[src/hdl/assert_macros.svh]
// Assertion macros shared by the tokenizer RTL.
`ifndef ASSERT_MACROS_SVH
`define ASSERT_MACROS_SVH

`ifndef SYNTHESIS
`define ASSERT_PROP(lbl, clk, rst_n, prop) \
  lbl: assert property (@(posedge clk) disable iff (!rst_n) (prop)) \
    else $error("assertion failed");
`define ASSERT_PROP_NR(lbl, clk, prop) \
  lbl: assert property (@(posedge clk) (prop)) else $error("assertion failed");
`else
`define ASSERT_PROP(lbl, clk, rst_n, prop)
`define ASSERT_PROP_NR(lbl, clk, prop)
`endif

`endif

[src/hdl/cst_pkg.sv]
// Types and constants shared by the tokenizer modules.
`timescale 1ns / 1ps

package cst_pkg;

  localparam int unsigned POS_W  = 16;
  localparam int unsigned KIND_W = 5;
  localparam int unsigned CHAR_W = 8;
  localparam int unsigned RUN_MAX = 3;

  localparam longint unsigned MAX_TEXT_LENGTH = 64'd65536;
  localparam logic [POS_W-1:0] OFFSET_CAP =
    (MAX_TEXT_LENGTH - 64'd1 > 64'd65535) ? 16'hFFFF : 16'(MAX_TEXT_LENGTH - 64'd1);
  localparam logic [POS_W-1:0] POS_CAP = 16'hFFFF;

  localparam logic [KIND_W-1:0] K_ARROW     = 5'd0;
  localparam logic [KIND_W-1:0] K_IDENT     = 5'd1;
  localparam logic [KIND_W-1:0] K_INT       = 5'd2;
  localparam logic [KIND_W-1:0] K_REAL      = 5'd3;
  localparam logic [KIND_W-1:0] K_LT        = 5'd4;
  localparam logic [KIND_W-1:0] K_GT        = 5'd5;
  localparam logic [KIND_W-1:0] K_COLON     = 5'd6;
  localparam logic [KIND_W-1:0] K_SEMI      = 5'd7;
  localparam logic [KIND_W-1:0] K_LPAREN    = 5'd8;
  localparam logic [KIND_W-1:0] K_RPAREN    = 5'd9;
  localparam logic [KIND_W-1:0] K_LBRACK    = 5'd10;
  localparam logic [KIND_W-1:0] K_RBRACK    = 5'd11;
  localparam logic [KIND_W-1:0] K_COMMA     = 5'd12;
  localparam logic [KIND_W-1:0] K_PLUS      = 5'd13;
  localparam logic [KIND_W-1:0] K_MINUS     = 5'd14;
  localparam logic [KIND_W-1:0] K_STAR      = 5'd15;
  localparam logic [KIND_W-1:0] K_SLASH     = 5'd16;
  localparam logic [KIND_W-1:0] K_BAD_CHAR  = 5'd17;
  localparam logic [KIND_W-1:0] K_EXP_DIGIT = 5'd18;
  localparam logic [KIND_W-1:0] K_END       = 5'd19;

  typedef struct packed {
    logic [KIND_W-1:0] kind;
    logic [POS_W-1:0]  start_off;
    logic [POS_W-1:0]  end_off;
    logic [POS_W-1:0]  row;
    logic [POS_W-1:0]  col;
  } res_t;

  // all results caused by one request; cnt_m1 is count minus one
  typedef struct packed {
    res_t [RUN_MAX-1:0] res;
    logic [1:0]         cnt_m1;
  } run_t;

endpackage

[src/hdl/cst_lexer.sv]
// Lexer state, per-byte token decision and registered run of results.
`timescale 1ns / 1ps
`include "assert_macros.svh"

module cst_lexer (
  input  logic                      clk,
  input  logic                      rst_n,
  input  logic                      in_valid,
  output logic                      in_ready,
  input  logic [cst_pkg::CHAR_W-1:0] in_character,
  input  logic                      in_end_marker,
  output logic                      run_vld,
  input  logic                      run_rdy,
  output cst_pkg::run_t             run
);
  import cst_pkg::*;

  typedef enum logic [2:0] {
    M_IDLE, M_IDENT, M_INT, M_MINUS, M_MINUS2, M_POINT, M_REAL
  } mode_t;

  typedef struct packed {
    mode_t mode;
    logic  set_start;
    logic  emit;
    logic  halt;
    res_t  res;
  } idle_t;

  localparam logic [CHAR_W-1:0] CH_MINUS = 8'h2D;
  localparam logic [CHAR_W-1:0] CH_GT    = 8'h3E;
  localparam logic [CHAR_W-1:0] CH_POINT = 8'h2E;
  localparam logic [CHAR_W-1:0] CH_LT    = 8'h3C;
  localparam logic [CHAR_W-1:0] CH_COLON = 8'h3A;
  localparam logic [CHAR_W-1:0] CH_SEMI  = 8'h3B;
  localparam logic [CHAR_W-1:0] CH_LPAR  = 8'h28;
  localparam logic [CHAR_W-1:0] CH_RPAR  = 8'h29;
  localparam logic [CHAR_W-1:0] CH_LBRK  = 8'h5B;
  localparam logic [CHAR_W-1:0] CH_RBRK  = 8'h5D;
  localparam logic [CHAR_W-1:0] CH_COMMA = 8'h2C;
  localparam logic [CHAR_W-1:0] CH_PLUS  = 8'h2B;
  localparam logic [CHAR_W-1:0] CH_STAR  = 8'h2A;
  localparam logic [CHAR_W-1:0] CH_SLASH = 8'h2F;
  localparam logic [CHAR_W-1:0] CH_SP    = 8'h20;
  localparam logic [CHAR_W-1:0] CH_TAB   = 8'h09;
  localparam logic [CHAR_W-1:0] CH_LF    = 8'h0A;
  localparam logic [CHAR_W-1:0] CH_CR    = 8'h0D;

  function automatic logic [POS_W-1:0] off_inc(input logic [POS_W-1:0] v);
    return (v >= OFFSET_CAP) ? OFFSET_CAP : v + 1'b1;
  endfunction

  function automatic logic is_digit(input logic [CHAR_W-1:0] c);
    return (c >= 8'h30) && (c <= 8'h39);
  endfunction

  function automatic logic is_letter(input logic [CHAR_W-1:0] c);
    return ((c >= 8'h61) && (c <= 8'h7A)) || ((c >= 8'h41) && (c <= 8'h5A));
  endfunction

  function automatic logic is_space(input logic [CHAR_W-1:0] c);
    return (c == CH_SP) || (c == CH_TAB) || (c == CH_LF) || (c == CH_CR);
  endfunction

  function automatic logic [KIND_W-1:0] symbol_kind(input logic [CHAR_W-1:0] c);
    logic [KIND_W-1:0] k;
    unique case (c)
      CH_LT:    k = K_LT;
      CH_GT:    k = K_GT;
      CH_COLON: k = K_COLON;
      CH_SEMI:  k = K_SEMI;
      CH_LPAR:  k = K_LPAREN;
      CH_RPAR:  k = K_RPAREN;
      CH_LBRK:  k = K_LBRACK;
      CH_RBRK:  k = K_RBRACK;
      CH_COMMA: k = K_COMMA;
      CH_PLUS:  k = K_PLUS;
      CH_MINUS: k = K_MINUS;
      CH_STAR:  k = K_STAR;
      CH_SLASH: k = K_SLASH;
      default:  k = K_ARROW;
    endcase
    return k;
  endfunction

  function automatic res_t mk_res(input logic [KIND_W-1:0] kind,
                                  input logic [POS_W-1:0] s, input logic [POS_W-1:0] e,
                                  input logic [POS_W-1:0] row, input logic [POS_W-1:0] col);
    res_t r;
    r.kind = kind;
    r.start_off = s;
    r.end_off = e;
    r.row = row;
    r.col = col;
    return r;
  endfunction

  // byte seen with no token pending
  function automatic idle_t idle_byte(input logic [CHAR_W-1:0] c, input logic [POS_W-1:0] o,
                                      input logic [POS_W-1:0] row,
                                      input logic [POS_W-1:0] col);
    idle_t r;
    logic [KIND_W-1:0] k;
    k = symbol_kind(c);
    r.mode = M_IDLE;
    r.set_start = 1'b0;
    r.emit = 1'b0;
    r.halt = 1'b0;
    r.res = mk_res(k, o, off_inc(o), '0, '0);
    if (c == CH_MINUS) begin
      r.mode = M_MINUS;
      r.set_start = 1'b1;
    end else if (is_letter(c)) begin
      r.mode = M_IDENT;
      r.set_start = 1'b1;
    end else if (is_digit(c)) begin
      r.mode = M_INT;
      r.set_start = 1'b1;
    end else if (k != K_ARROW) begin
      r.emit = 1'b1;
    end else if (!is_space(c)) begin
      r.emit = 1'b1;
      r.halt = 1'b1;
      r.res = mk_res(K_BAD_CHAR, o, off_inc(o), row, col);
    end
    return r;
  endfunction

  mode_t            mode_r, mode_nxt;
  logic [POS_W-1:0] start_r, start_nxt;
  logic [POS_W-1:0] off_r, off_nxt;
  logic [POS_W-1:0] line_r, line_nxt;
  logic [POS_W-1:0] col_r, col_nxt;
  logic             halt_r, halt_nxt;
  logic             run_vld_r;
  run_t             run_r;

  res_t [RUN_MAX-1:0] rs;
  logic [1:0]         n;
  idle_t              ib;
  logic               do_idle;
  logic [POS_W-1:0]   s2;
  logic               accept;

  assign in_ready = !run_vld_r || run_rdy;
  assign accept   = in_valid && in_ready;
  assign run_vld  = run_vld_r;
  assign run      = run_r;

  always_comb begin
    rs        = '0;
    n         = 2'd0;
    mode_nxt  = mode_r;
    start_nxt = start_r;
    off_nxt   = off_r;
    line_nxt  = line_r;
    col_nxt   = col_r;
    halt_nxt  = halt_r;
    do_idle   = 1'b0;
    s2        = off_inc(start_r);
    ib        = idle_byte(in_character, off_r, line_r, col_r);
    if (in_end_marker) begin
      if (!halt_r) begin
        unique case (mode_r)
          M_IDENT: begin
            rs[n] = mk_res(K_IDENT, start_r, off_r, '0, '0);
            n = n + 1'b1;
          end
          M_INT: begin
            rs[n] = mk_res(K_INT, start_r, off_r, '0, '0);
            n = n + 1'b1;
          end
          M_REAL: begin
            rs[n] = mk_res(K_REAL, start_r, off_r, '0, '0);
            n = n + 1'b1;
          end
          M_MINUS: begin
            rs[n] = mk_res(K_MINUS, start_r, s2, '0, '0);
            n = n + 1'b1;
          end
          M_MINUS2: begin
            rs[n] = mk_res(K_MINUS, start_r, s2, '0, '0);
            n = n + 1'b1;
            rs[n] = mk_res(K_MINUS, s2, off_inc(s2), '0, '0);
            n = n + 1'b1;
          end
          M_POINT: begin
            rs[n] = mk_res(K_EXP_DIGIT, off_r, off_r, line_r, col_r);
            n = n + 1'b1;
          end
          default: ;
        endcase
      end
      rs[n] = mk_res(K_END, off_r, off_r, '0, '0);
      n = n + 1'b1;
      mode_nxt  = M_IDLE;
      start_nxt = '0;
      off_nxt   = '0;
      line_nxt  = POS_W'(1);
      col_nxt   = POS_W'(1);
      halt_nxt  = 1'b0;
    end else if (!halt_r) begin
      unique case (mode_r)
        M_IDENT: begin
          if (!(is_letter(in_character) || is_digit(in_character))) begin
            rs[n] = mk_res(K_IDENT, start_r, off_r, '0, '0);
            n = n + 1'b1;
            do_idle = 1'b1;
          end
        end
        M_INT: begin
          if (in_character == CH_POINT) begin
            mode_nxt = M_POINT;
          end else if (!is_digit(in_character)) begin
            rs[n] = mk_res(K_INT, start_r, off_r, '0, '0);
            n = n + 1'b1;
            do_idle = 1'b1;
          end
        end
        M_REAL: begin
          if (!is_digit(in_character)) begin
            rs[n] = mk_res(K_REAL, start_r, off_r, '0, '0);
            n = n + 1'b1;
            do_idle = 1'b1;
          end
        end
        M_MINUS: begin
          if (is_digit(in_character)) begin
            mode_nxt = M_INT;
          end else if (in_character == CH_POINT) begin
            mode_nxt = M_POINT;
          end else if (in_character == CH_MINUS) begin
            mode_nxt = M_MINUS2;
          end else begin
            rs[n] = mk_res(K_MINUS, start_r, s2, '0, '0);
            n = n + 1'b1;
            do_idle = 1'b1;
          end
        end
        M_MINUS2: begin
          if (in_character == CH_GT) begin
            rs[n] = mk_res(K_ARROW, start_r, off_inc(off_r), '0, '0);
            n = n + 1'b1;
            mode_nxt = M_IDLE;
          end else begin
            rs[n] = mk_res(K_MINUS, start_r, s2, '0, '0);
            n = n + 1'b1;
            if (in_character == CH_MINUS) begin
              start_nxt = s2;
            end else if (is_digit(in_character)) begin
              start_nxt = s2;
              mode_nxt = M_INT;
            end else if (in_character == CH_POINT) begin
              start_nxt = s2;
              mode_nxt = M_POINT;
            end else begin
              rs[n] = mk_res(K_MINUS, s2, off_inc(s2), '0, '0);
              n = n + 1'b1;
              do_idle = 1'b1;
            end
          end
        end
        M_POINT: begin
          if (is_digit(in_character)) begin
            mode_nxt = M_REAL;
          end else begin
            rs[n] = mk_res(K_EXP_DIGIT, off_r, off_inc(off_r), line_r, col_r);
            n = n + 1'b1;
            halt_nxt = 1'b1;
            mode_nxt = M_IDLE;
          end
        end
        default: do_idle = 1'b1;
      endcase
      if (do_idle) begin
        mode_nxt = ib.mode;
        if (ib.set_start) begin
          start_nxt = off_r;
        end
        if (ib.emit) begin
          rs[n] = ib.res;
          n = n + 1'b1;
        end
        if (ib.halt) begin
          halt_nxt = 1'b1;
        end
      end
      off_nxt = off_inc(off_r);
      if (in_character == CH_LF) begin
        if (line_r < POS_CAP) begin
          line_nxt = line_r + 1'b1;
        end
        col_nxt = POS_W'(1);
      end else if (col_r < POS_CAP) begin
        col_nxt = col_r + 1'b1;
      end
    end
  end

  always_ff @(posedge clk) begin
    if (!rst_n) begin
      mode_r    <= M_IDLE;
      start_r   <= '0;
      off_r     <= '0;
      line_r    <= POS_W'(1);
      col_r     <= POS_W'(1);
      halt_r    <= 1'b0;
      run_vld_r <= 1'b0;
    end else begin
      if (accept) begin
        mode_r       <= mode_nxt;
        start_r      <= start_nxt;
        off_r        <= off_nxt;
        line_r       <= line_nxt;
        col_r        <= col_nxt;
        halt_r       <= halt_nxt;
        run_vld_r    <= (n != 2'd0);
        run_r.res    <= rs;
        run_r.cnt_m1 <= n - 1'b1;
      end else if (run_rdy) begin
        run_vld_r <= 1'b0;
      end
    end
  end

  `ASSERT_PROP(a_halt_idle, clk, rst_n, halt_r |-> (mode_r == M_IDLE))
  `ASSERT_PROP(a_end_clears, clk, rst_n,
    (accept && in_end_marker) |=> (line_r == POS_W'(1) && col_r == POS_W'(1) && !halt_r))
  `ASSERT_PROP(a_off_cap, clk, rst_n, (off_r <= OFFSET_CAP) && (line_r != '0) && (col_r != '0))

endmodule

[src/hdl/cst_run_fifo.sv]
// Queue of result runs, drained one result per request on the output side.
`timescale 1ns / 1ps
`include "assert_macros.svh"

module cst_run_fifo #(
  parameter int unsigned DEPTH = 4
) (
  input  logic            clk,
  input  logic            rst_n,
  input  logic            wr_vld,
  output logic            wr_rdy,
  input  cst_pkg::run_t   wr_run,
  output logic            out_valid,
  input  logic            out_ready,
  output cst_pkg::res_t   out_res,
  output logic            out_last
);
  import cst_pkg::*;

  localparam int unsigned PW = (DEPTH > 1) ? $clog2(DEPTH) : 1;
  localparam int unsigned CW = $clog2(DEPTH + 1);

  run_t          mem_r [DEPTH];
  logic [PW-1:0] wptr_r;
  logic [PW-1:0] rptr_r;
  logic [CW-1:0] cnt_r;
  logic [1:0]    sub_r;
  run_t          head;
  logic          push;
  logic          pop;
  logic          take;

  assign wr_rdy    = (cnt_r != CW'(DEPTH));
  assign push      = wr_vld && wr_rdy;
  assign head      = mem_r[rptr_r];
  assign out_valid = (cnt_r != '0);
  assign out_res   = head.res[sub_r];
  assign out_last  = (sub_r == head.cnt_m1);
  assign take      = out_valid && out_ready;
  assign pop       = take && out_last;

  always_ff @(posedge clk) begin
    if (push) begin
      mem_r[wptr_r] <= wr_run;
    end
  end

  always_ff @(posedge clk) begin
    if (!rst_n) begin
      wptr_r <= '0;
      rptr_r <= '0;
      cnt_r  <= '0;
      sub_r  <= '0;
    end else begin
      if (push) begin
        wptr_r <= (wptr_r == PW'(DEPTH - 1)) ? '0 : wptr_r + 1'b1;
      end
      if (pop) begin
        rptr_r <= (rptr_r == PW'(DEPTH - 1)) ? '0 : rptr_r + 1'b1;
      end
      if (push && !pop) begin
        cnt_r <= cnt_r + 1'b1;
      end else if (pop && !push) begin
        cnt_r <= cnt_r - 1'b1;
      end
      if (take) begin
        sub_r <= out_last ? 2'd0 : sub_r + 1'b1;
      end
    end
  end

  `ASSERT_PROP(a_cnt_bound, clk, rst_n, cnt_r <= CW'(DEPTH))
  `ASSERT_PROP(a_sub_in_run, clk, rst_n, out_valid |-> (sub_r <= head.cnt_m1))
  `ASSERT_PROP(a_sub_empty, clk, rst_n, (cnt_r == '0) |-> (sub_r == 2'd0))

endmodule

[src/hdl/char_stream_tokenizer_core.sv]
// Streaming tokenizer top level: lexer stage feeding a result-run queue.
// A request's results are registered in the lexer stage, then queued. Throughput:
// one request per cycle while the queue has room; each request yields 0 to 3 results
// and the output port, one result per cycle when ready, sets the sustained rate.
// Queue holds RUN_DEPTH runs; the input stalls only when it and the stage are full.
// Reset (rst_n low, synchronous) clears lexer state and empties the queue.
`timescale 1ns / 1ps

module char_stream_tokenizer_core #(
  parameter int unsigned RUN_DEPTH = 4
) (
  input  logic                        clk,
  input  logic                        rst_n,
  input  logic                        in_valid,
  output logic                        in_ready,
  input  logic [cst_pkg::CHAR_W-1:0]  in_character,
  input  logic                        in_end_marker,
  output logic                        out_valid,
  input  logic                        out_ready,
  output logic [cst_pkg::KIND_W-1:0]  out_token_kind,
  output logic [cst_pkg::POS_W-1:0]   out_start_offset,
  output logic [cst_pkg::POS_W-1:0]   out_end_offset,
  output logic [cst_pkg::POS_W-1:0]   out_error_row,
  output logic [cst_pkg::POS_W-1:0]   out_error_column,
  output logic                        out_last_of_run
);
  import cst_pkg::*;

  logic run_vld;
  logic run_rdy;
  run_t run;
  res_t res;

  cst_lexer u_lexer (
    .clk           (clk),
    .rst_n         (rst_n),
    .in_valid      (in_valid),
    .in_ready      (in_ready),
    .in_character  (in_character),
    .in_end_marker (in_end_marker),
    .run_vld       (run_vld),
    .run_rdy       (run_rdy),
    .run           (run)
  );

  cst_run_fifo #(
    .DEPTH (RUN_DEPTH)
  ) u_fifo (
    .clk       (clk),
    .rst_n     (rst_n),
    .wr_vld    (run_vld),
    .wr_rdy    (run_rdy),
    .wr_run    (run),
    .out_valid (out_valid),
    .out_ready (out_ready),
    .out_res   (res),
    .out_last  (out_last_of_run)
  );

  assign out_token_kind   = res.kind;
  assign out_start_offset = res.start_off;
  assign out_end_offset   = res.end_off;
  assign out_error_row    = res.row;
  assign out_error_column = res.col;

endmodule

[config.mk]
export PLATFORM = sky130hd
export DESIGN_NAME = char_stream_tokenizer_core
export DESIGN_NICKNAME = d
export VERILOG_FILES = /design/src/hdl/cst_pkg.sv /design/src/hdl/cst_lexer.sv /design/src/hdl/cst_run_fifo.sv /design/src/hdl/char_stream_tokenizer_core.sv
export VERILOG_INCLUDE_DIRS = /design/src /design/src/hdl
export SDC_FILE = /design/constraint.sdc
export NUM_CORES = 1
export LEC_CHECK = 0
export BUFFER_PORTS_ARGS = -buffer_cell sky130_fd_sc_hd__buf_2
export CAP_MARGIN = 20
export CORE_ASPECT_RATIO = 0.6
export CORE_MARGIN = 2
export CORE_UTILIZATION = 57
export DETAILED_ROUTE_END_ITERATION = 16
export PLACE_DENSITY = 0.82
export SLEW_MARGIN = 20
export SYNTH_ARGS = -nofsm -noshare
export SYNTH_HDL_FRONTEND = slang
export SYNTH_SLANG_ARGS = --single-unit
[constraint.sdc]
create_clock -name clk -period 19 [get_ports clk]
set_input_delay 1.9 -clock clk [delete_from_list [all_inputs] [get_ports clk]]
set_output_delay 1.9 -clock clk [all_outputs]
set_load 0.02 [all_outputs]
==> metrics.log <==
INFO  metric route.vias.total = 26.6k
INFO  metric syn_nets = 2875
INFO  metric synth_top_cells_by_area = sky130_fd_sc_hd__edfxtp_1, sky130_fd_sc_hd__mux4_2, sky130_fd_sc_hd__dfxtp_1
INFO  metric ys_types = 94
INFO  metric layout_cells_sized_above_1 = 17.9%
INFO  metric proportion_of_synthesized_chip_area_in_sequential_cells = 70.7%
INFO  metric io-pin-count = 85
INFO  metric critPathRequiredTime = 19.56 ns
INFO  metric worst_slew_margin_rel = 19.9%
INFO  metric die-area = 0.0842 mm²
INFO  metric vias_in_the_first_global_route = 25.9k
INFO  metric clkLatencyLatePin = 0.72 ns
INFO  metric dr.pass1.iters = 6
INFO  metric post_synth_inst_count = 2842
INFO  metric switching_share = 23.4%
INFO  metric power.density = 103 mW/mm²
INFO  metric status = complete, no violations
INFO  metric crit_fanout = 21
INFO  metric maximum_number_of_pins_on_one_net_before_global_route_repair = 161
INFO  metric netSwitchingPower = 1.24 mW
INFO  metric combPwrFrac = 8.3%
INFO  metric design_area = 0.0512 mm²
INFO  metric drc = 0
INFO  metric p_clk_share = 38.2%
INFO  metric synth.ff_latch_count = 1125
INFO  metric max-vdd-ir-drop = 0.0000973 V
INFO  metric setup_tns = 0 ns
INFO  metric largest_area_contributor_in_the_synthesized_netlist = sky130_fd_sc_hd__edfxtp_1
INFO  metric cts_made_buffers = 96
INFO  metric cts.clk_slew.worst_paths = 0.07 ns
INFO  metric count_of_nets_left_with_antenna_violations_after_detail_routing = 0
INFO  metric fin_worst_skew = 0.0315 ns
INFO  metric gp_congestion = 0.957
INFO  metric fin_crit = 6.35 ns
INFO  metric htree_num_levels = 3
INFO  metric cts.repair.resized = 0
INFO  metric fp-row-count = 81
INFO  metric rsz0062_at_grt = no
INFO  metric internal-power = 4.04 mW
INFO  metric cts_tree = built
INFO  metric syn_std_cell_area = 0.0466 mm²
INFO  metric viasPerCell = 6.59
INFO  metric cts_hold_buffers = 0
INFO  metric cp-start-kind = primary input
INFO  metric postSynthAreaPerCell = 16.4 µm²
INFO  metric path_class = primary input to register
INFO  metric placement.io_buffers = 84
INFO  metric cts_sinks = 1125
INFO  metric core = 0.0813 mm²
INFO  metric average_wire_per_cell_in_the_routed_design = 28.1 µm
INFO  metric number_of_enable_type_register_cells_in_the_synthesized_netlist = 1045
INFO  metric tightestPinTransition = 1.20 ns
INFO  metric drt_wl_total = 113000 µm
INFO  metric hold_class = register to register
INFO  metric yosys_top_cell_area_share = 67.3%
INFO  metric global_routing_usage_summed_across_all_routing_layers = 27.0%
INFO  metric synth_flop_cell = sky130_fd_sc_hd__edfxtp_1
INFO  metric area_growth_syn_to_layout = 9.87%
INFO  metric placed_cell_area = 0.0480 mm²
INFO  metric cts_root_buf = sky130_fd_sc_hd__clkbuf_16
INFO  metric final-setup-viol-count = 0
INFO  metric share_seq_of_total_power = 53.4%
INFO  metric postSynth.asyncResetShare = 0%
INFO  metric fmax = 158 MHz
INFO  metric maxSlewViolCount = 0
INFO  metric antenna_found_initial = 4
INFO  metric grt.overflow.total = 0
INFO  metric chipWidth = 373 µm
INFO  metric die-height = 226 µm
INFO  metric dpl.hpwl = 66000 µm
INFO  metric final_common_cell = sky130_fd_sc_hd__edfxtp_1
INFO  metric yosys_warnings = 0
INFO  metric dr.first_iter.drc_count = 3664
INFO  metric hold_violations = 0
INFO  metric total_leakage_power = 16.1 nW
INFO  metric global_route_wire_length_before_repair = 168000 µm
INFO  metric effective_utilization_at_floorplan = 57.4%
INFO  metric cts_buffer_depth = 3
INFO  metric design.final.nets = 2900
INFO  metric postCtsSetupRepairBufs = 0
INFO  metric commonest_cells_after_routing_fill_and_taps_aside = sky130_fd_sc_hd__edfxtp_1, sky130_fd_sc_hd__mux4_2, sky130_fd_sc_hd__nand2_1
INFO  metric fin_crit_sh = 33.4%
INFO  metric timing.critical_path.arrival = 6.91 ns
INFO  metric worstSetupEndpointType = register
INFO  metric max_cap_viol_count = 0
## power by group through the flow
stage | Clock [mW] | Combinational, mW | Sequential, mW
6_report | 2.02 | 0.439 | 2.82
3_5_place_dp | 0 | 0.438 | 2.87
2_1_floorplan | 0 | 0.298 | 2.86
4_1_cts | 2.04 | 0.442 | 2.82
3_3_place_gp | 0 | 0.429 | 2.86
5_1_grt | 2.12 | 0.469 | 2.82
## metrics by stage
stage                     worst slack [ns]  hold slack [ns]  utilization [%]  power, mW  cells
final                                12.65            0.492             63.0       5.28   4029
after global routing                 12.27            0.507             63.0       5.42   4029
after CTS                            12.48            0.494             63.0       5.30   4025
after detailed placement             11.83            0.480             59.0       3.31   3846
after global placement               12.07            0.464             59.0       3.29   3846
after floorplan                       1.23            0.459                -       3.16   2842
## layout make-up
type | count | area (µm²)
antenna | 2 | 5.00
clock buffer | 119 | 2600
clock inverter | 60 | 608
fill | 5553 | 30000
inverter | 43 | 161
multi-input combinational | 1482 | 12700
sequential | 1125 | 33000
tap | 1079 | 1350
timing repair buffer | 119 | 790
## critical path, cell delays in order
cell                      delay [ns]
sky130_fd_sc_hd__buf_2          0.14
sky130_fd_sc_hd__nor3b_2        0.74
sky130_fd_sc_hd__and3_1         0.67
sky130_fd_sc_hd__a211o_1        0.24
sky130_fd_sc_hd__nand2_1        0.45
sky130_fd_sc_hd__nor4_1         0.84
sky130_fd_sc_hd__ha_1           0.28
sky130_fd_sc_hd__nor3b_2        0.43
sky130_fd_sc_hd__nand4_2        0.19
sky130_fd_sc_hd__a21oi_4        0.58
sky130_fd_sc_hd__buf_16         0.25
sky130_fd_sc_hd__and2_1         0.16
## registers in the layout, summed over array words and instances (netlist names), named ones only
name,cells
u_fifo.mem_r,836
u_lexer.run,209
u_lexer.col_r,16
u_lexer.line_r,16
u_lexer.off_r,16
u_lexer.start_r,16
u_fifo.cnt_r,3
u_lexer.mode_r,3
u_fifo.rptr_r,2
u_fifo.sub_r,2
u_fifo.wptr_r,2
u_lexer.halt_r,1
u_lexer.run_vld,1
## layer usage
metal	part of all wire, %	track usage [%]
met5	0	0
met4	1.8	6.58
met3	11	6.43
met2	43	38.8
met1	44	42.1
## final timing paths
path / from / to / slack [ns] / depth (start not counted)
hold / removal: u_lexer.run[202]$_DFFE_PP_ / u_fifo.mem_r[3][202]$_DFFE_PP_ / 0.49 / 0
hold reg to reg: u_lexer.run[202]$_DFFE_PP_ / u_fifo.mem_r[3][202]$_DFFE_PP_ / 0.49 / 0
setup reg to reg: u_lexer.mode_r[1]$_SDFFE_PN0P_ / u_lexer.run[50]$_DFFE_PP_ / 14.00 / 11
setup / recovery: in_character[7] / u_lexer.run[23]$_DFFE_PP_ / 12.65 / 12
## Yosys cell counts (all sizes together) (6+ instances only)
cell type,number
a21o,8
a21oi,65
a22o,24
a22oi,52
a31oi,10
and2,49
and3,81
and4,8
buf,66
clkbuf,126
dfxtp,80
edfxtp,1045
ha,19
inv,43
mux2,6
mux2i,91
mux4,209
nand2,208
nand2b,7
nand3,34
nand4,20
nor2,117
nor2b,24
nor3,49
nor4,9
o211ai,7
o21ai,186
o221ai,18
o2bb2ai,21
o31ai,9
or3,12
xnor2,23
xor2,23
## logic make-up (layout without fill, tap and decap cells)
kind of cell	Yosys count	count (layout)	synth area share, %
other cells	0	2	0
xor+xnor	46	46	0.864
buf+inv	235	341	2.07
compound gates	461	461	6.46
simple gates	649	649	7.14
flops	1125	1125	70.7
mux	306	306	12.2
fa+ha+maj	20	20	0.553
Power figures use the tool's default switching activity.
